**config.mk**
```make
export PLATFORM = sky130hd
export DESIGN_NAME = mbb_queue
export DESIGN_NICKNAME = d
export VERILOG_FILES = /design/src/design/mbb_pkg.sv /design/src/design/mbb_queue.sv
export SDC_FILE = /design/constraint.sdc
export NUM_CORES = 1
export LEC_CHECK = 0
export BUFFER_PORTS_ARGS = -buffer_cell sky130_fd_sc_hd__buf_2
export CAP_MARGIN = 20
export CORE_MARGIN = 1
export CORE_UTILIZATION = 52
export CTS_CLUSTER_DIAMETER = 100
export DETAILED_ROUTE_END_ITERATION = 8
export PLACE_DENSITY = 0.79
export SLEW_MARGIN = 15
export SYNTH_ARGS = -nofsm -noshare
export SYNTH_HDL_FRONTEND = slang
export SYNTH_SLANG_ARGS = --single-unit
```
**constraint.sdc**
```tcl
create_clock -name clk -period 4.1 [get_ports clk]
set_input_delay 0.82 -clock clk [delete_from_list [all_inputs] [get_ports clk]]
set_output_delay 0.82 -clock clk [all_outputs]
set_load 0.05 [all_outputs]
```
**src/design/mbb_pkg.sv**
```systemverilog
// Types and constants shared by the bitmap blit modules.
package mbb_pkg;

    // Widest store address over the supported display sizes (256 bytes x 2048 rows).
    localparam int STORE_ADDR_W = 19;

    // Transaction opcodes
    localparam logic [1:0] OP_START  = 2'd0;
    localparam logic [1:0] OP_SOURCE = 2'd1;
    localparam logic [1:0] OP_READ   = 2'd2;
    localparam logic [1:0] OP_WRITE  = 2'd3;

    // Configuration register indexes
    localparam logic [1:0] CFG_DEST_X       = 2'd0;
    localparam logic [1:0] CFG_DEST_Y       = 2'd1;
    localparam logic [1:0] CFG_IMAGE_WIDTH  = 2'd2;
    localparam logic [1:0] CFG_IMAGE_HEIGHT = 2'd3;

    // Store jobs handed from the front to the back
    localparam logic [1:0] JOB_NONE  = 2'd0;
    localparam logic [1:0] JOB_READ  = 2'd1;
    localparam logic [1:0] JOB_WRITE = 2'd2;
    localparam logic [1:0] JOB_BLIT  = 2'd3;

    // Pixel mask of a source byte before alignment: leftmost eight pixels.
    localparam logic [15:0] LEAD_MASK  = 16'hFF00;
    localparam logic [7:0]  WHITE_BYTE = 8'hFF;

    typedef struct packed {
        logic [1:0]  opcode;
        logic [7:0]  data;
        logic [15:0] address;
    } in_item_t;

    typedef struct packed {
        logic [7:0] read_data;
        logic       any_pixel_drawn;
        logic       image_done;
    } out_item_t;

    // One classified transaction; pixels/mask span the first store byte
    // (upper half) and the byte after it (lower half).
    typedef struct packed {
        logic [1:0]              job;
        logic [STORE_ADDR_W-1:0] addr;
        logic [15:0]             pixels;
        logic [15:0]             mask;
        logic                    drawn;
        logic                    done;
    } job_t;

endpackage

```
**src/design/mbb_queue.sv**
```systemverilog
// Two-entry job queue between the front end and the store sequencer.
module mbb_queue (
    input  logic          clk,
    input  logic          rst_n,
    input  logic          push,
    input  mbb_pkg::job_t push_job,
    output logic          full,
    input  logic          pop,
    output logic          filled,
    output mbb_pkg::job_t head
);
    mbb_pkg::job_t slot_reg [2];
    logic       wr_ptr_reg, rd_ptr_reg;
    logic [1:0] count_reg, count_next;

    assign full   = (count_reg == 2'd2);
    assign filled = (count_reg != 2'd0);
    assign head   = slot_reg[rd_ptr_reg];

    always_comb
    begin
        count_next = count_reg;
        if (push && !pop)
            count_next = count_reg + 2'd1;
        else if (pop && !push)
            count_next = count_reg - 2'd1;
    end

    always_ff @(posedge clk)
    begin
        if (push)
            slot_reg[wr_ptr_reg] <= push_job;
    end

    always_ff @(posedge clk or negedge rst_n)
    begin
        if (!rst_n)
        begin
            wr_ptr_reg <= 1'b0;
            rd_ptr_reg <= 1'b0;
            count_reg  <= 2'd0;
        end
        else
        begin
            count_reg <= count_next;
            if (push)
                wr_ptr_reg <= ~wr_ptr_reg;
            if (pop)
                rd_ptr_reg <= ~rd_ptr_reg;
        end
    end
endmodule

```
==> impl_metrics.env <==
export IMPL_status="completed"
export IMPL_switching_share=0.3762
export IMPL_fmax_mhz=329.9
export IMPL_end_kind="primary output"
export IMPL_syn_area_mm2=0.004323
export IMPL_gr_usage_all_layers=0.1647
export IMPL_clock_skew_ps=5.191
export IMPL_syn_num_nets=247
export IMPL_worstSetupPathType="flop to primary output"
export IMPL_min_path_type="primary input to asynchronous set/reset pin"
export IMPL_powerDensity_mw_per_mm2=859.9
export IMPL_ys_warn_count=0
export IMPL_drv_slew=0
export IMPL_synth_edf_count=110
export IMPL_finalSetupTns_ps=0
export IMPL_cap_violations=0
export IMPL_ctsHoldBuffers=0
export IMPL_clockBufferDepth=2
export IMPL_grt_use_met3=0.05041
export IMPL_die_x_um=93.18
export IMPL_synthFlopType="edfxtp_1"
export IMPL_fin_crit_ps=3032
export IMPL_wl_per_cell_um=15.43
export IMPL_port_buffers=115
export IMPL_power_internal_mw=2.967
export IMPL_die_area_mm2=0.008682
export IMPL_drc=0
export IMPL_post_place_ws_ps=1586
export IMPL_path_clk_slew_ps=50
export IMPL_r2r_start="wr_ptr_reg"
export IMPL_grt_use_met2=0.2727
export IMPL_required_ps=3280
export IMPL_critPathBufInv=1
export IMPL_synth_top_area_frac=0.7641
export IMPL_post_route_util=0.7013
export IMPL_cts_sinks=114
export IMPL_top_usage_layer="met2"
export IMPL_clkPwrFrac=0.275
export IMPL_dp_hpwl_um=4323
export IMPL_power_leakage_nw=2.233
export IMPL_irDropWorstVdd_v=0.0004373
export IMPL_gp_congestion=0.6493
export IMPL_nNetsFinal=377
export IMPL_finalPower_mw=4.756
export IMPL_worst_slack_ps=1068
export IMPL_cts_resized_gates=0
export IMPL_fill_cells=536
export IMPL_post_cts_setup_buffers=0
export IMPL_synthArstFlopShare=0.03509
export IMPL_via_per_inst=4.947
export IMPL_dr_first_iter_drc_count=65
export IMPL_clk_latency_ps=480
export IMPL_synth_area_leader_cell="edfxtp_1"
export IMPL_seq_power_share=0.368
export IMPL_ys_seq_area_frac=0.7873
export IMPL_synth_area_top_cells="edfxtp_1, mux2_4, mux2_2, dfrtp_1, buf_6"
export IMPL_finalHoldViolCount=0
export IMPL_n_antenna_cell=0
export IMPL_p_comb_frac=0.357
export IMPL_slew_headroom=0.3651
export IMPL_max_stage_delay_ps=1040
export IMPL_grt_antenna_before_repair=0
export IMPL_grt_pass1_wl_um=10250
export IMPL_synth_seq_cells=114
export IMPL_use_met1=0.1980
export IMPL_cp_cell_sequence="mux2_2, buf_2"
export IMPL_grt_pass1_vias=2148
export IMPL_cts_tree="yes"
export IMPL_postLayoutCellArea_mm2=0.005532
export IMPL_cp_top_family="flip-flops"
export IMPL_rsz0062_at_grt="false"
export IMPL_period_share=0.7394
export IMPL_io_pins=116
export IMPL_fp_row_count=32
export IMPL_cts_made_buffers=17
export IMPL_worstSetupStartpoint="rd_ptr_reg"
export IMPL_netlist_instances=187
export IMPL_tightest_slew_ps=952.4
export IMPL_drtAntennaViolNets=0
export IMPL_finalWirelength_um=6652
export IMPL_syn2layout_area_growth_pct=27.96
export IMPL_root_buffer="clkbuf_8"
export IMPL_core_mm2=0.007888
export IMPL_power_switching_mw=1.789
export IMPL_setup_viol=0
export IMPL_cp_start_kind="flop"
export IMPL_cp_slowest_cell="dfrtp_4"
export IMPL_synth_cell_types=14
export IMPL_die_y_um=93.18
export IMPL_firstDrtPassIters=4
export IMPL_grt_overflow_total=0
export IMPL_drive_gt1_frac=0.6170
export IMPL_htree_levels=4
export IMPL_syn_avg_cell_area_um2=23.12
export IMPL_grt_max_degree=57
export IMPL_vias=2132
export IMPL_crit_path_max_fanout=56
export IMPL_start_util=0.5481
export IMPL_synth_most_common_cell="edfxtp_1"
export IMPL_largest_reg_flops=110
export IMPL_synth_top_cells_by_count="edfxtp_1, mux2_4, mux2_2, buf_6"
export IMPL_postPlaceCellArea_mm2=0.004992
export IMPL_critPathArrivalTime_ps=2210
through the flow:
stage | cells | hold WS [ps]
2_1_floorplan | 187 | 447.4
3_3_place_gp | 400 | 479.5
3_5_place_dp | 400 | 480.9
4_1_cts | 431 | 104.9
5_1_grt | 431 | 111.1
6_report | 431 | 125.9
power by group through the flow:
stage / Clock (mW) / Combinational, mW / Sequential (mW)
global placement: 0 / 1.70 / 1.77
CTS: 1.33 / 1.71 / 1.76
floorplan: 0 / 1.56 / 1.63
finish: 1.31 / 1.70 / 1.75
global route: 1.37 / 1.77 / 1.78
detailed placement: 0 / 1.71 / 1.78
cells by family after synthesis:
logic type,share of synthesized area
flip-flops,0.7873
multiplexers,0.1780
buffers and inverters,0.01505
XOR/XNOR,0.01013
AND/OR/NAND/NOR,0.006658
adder cells (fa/ha/maj),0.002894
layout make-up:
| cell class | count | area, µm² | share of cell area |
|---|---|---|---|
| Tap cell | 102 | 127.6 | 0.02307 |
| Inverter | 1 | 3.754 | 0.0006786 |
| Timing Repair Buffer | 117 | 590.6 | 0.1068 |
| Sequential cell | 114 | 3407 | 0.6159 |
| Clock buffer | 19 | 421.7 | 0.07623 |
| Clock inverter | 12 | 117.6 | 0.02126 |
| Multi-Input combinational cell | 66 | 863.3 | 0.1561 |
layout by cell type (no fill, tap or decap):
master        n
clkbuf_1      2
dfrtp_4       1
clkbuf_16    16
bufinv_16     2
buf_4         2
clkbuf_8      1
nor2_1        1
and2_2        1
mux2_4       40
clkinv_2      4
ha_1          1
dfrtp_1       3
buf_2       115
or2_2         1
nor2b_4       1
edfxtp_1    110
clkinv_1      2
clkinvlp_4    4
inv_1         1
xor2_1        4
nor2b_1       1
mux2_2       15
xnor2_1       1
final timing paths:
| check | to | slack (ps) | cells past startpoint |
|---|---|---|---|
| worst max register to register | slot_reg[0][27] | 2260 | 2 |
| worst max-delay path | head[54] | 1070 | 2 |
| worst min register to register | count_reg[1] | 500 | 1 |
| max in group asynchronous | rd_ptr_reg | 3840 | 1 |
| min in group clk | count_reg[1] | 500 | 1 |
| worst min-delay path | rd_ptr_reg | 130 | 1 |
layer usage:
metal,part of all wire,wire length [µm]
met1,0.42,2802
met2,0.50,3349
met3,0.063,419
met4,0.012,80
met5,0,0
No activity file was read; power rests on OpenSTA's default activity.
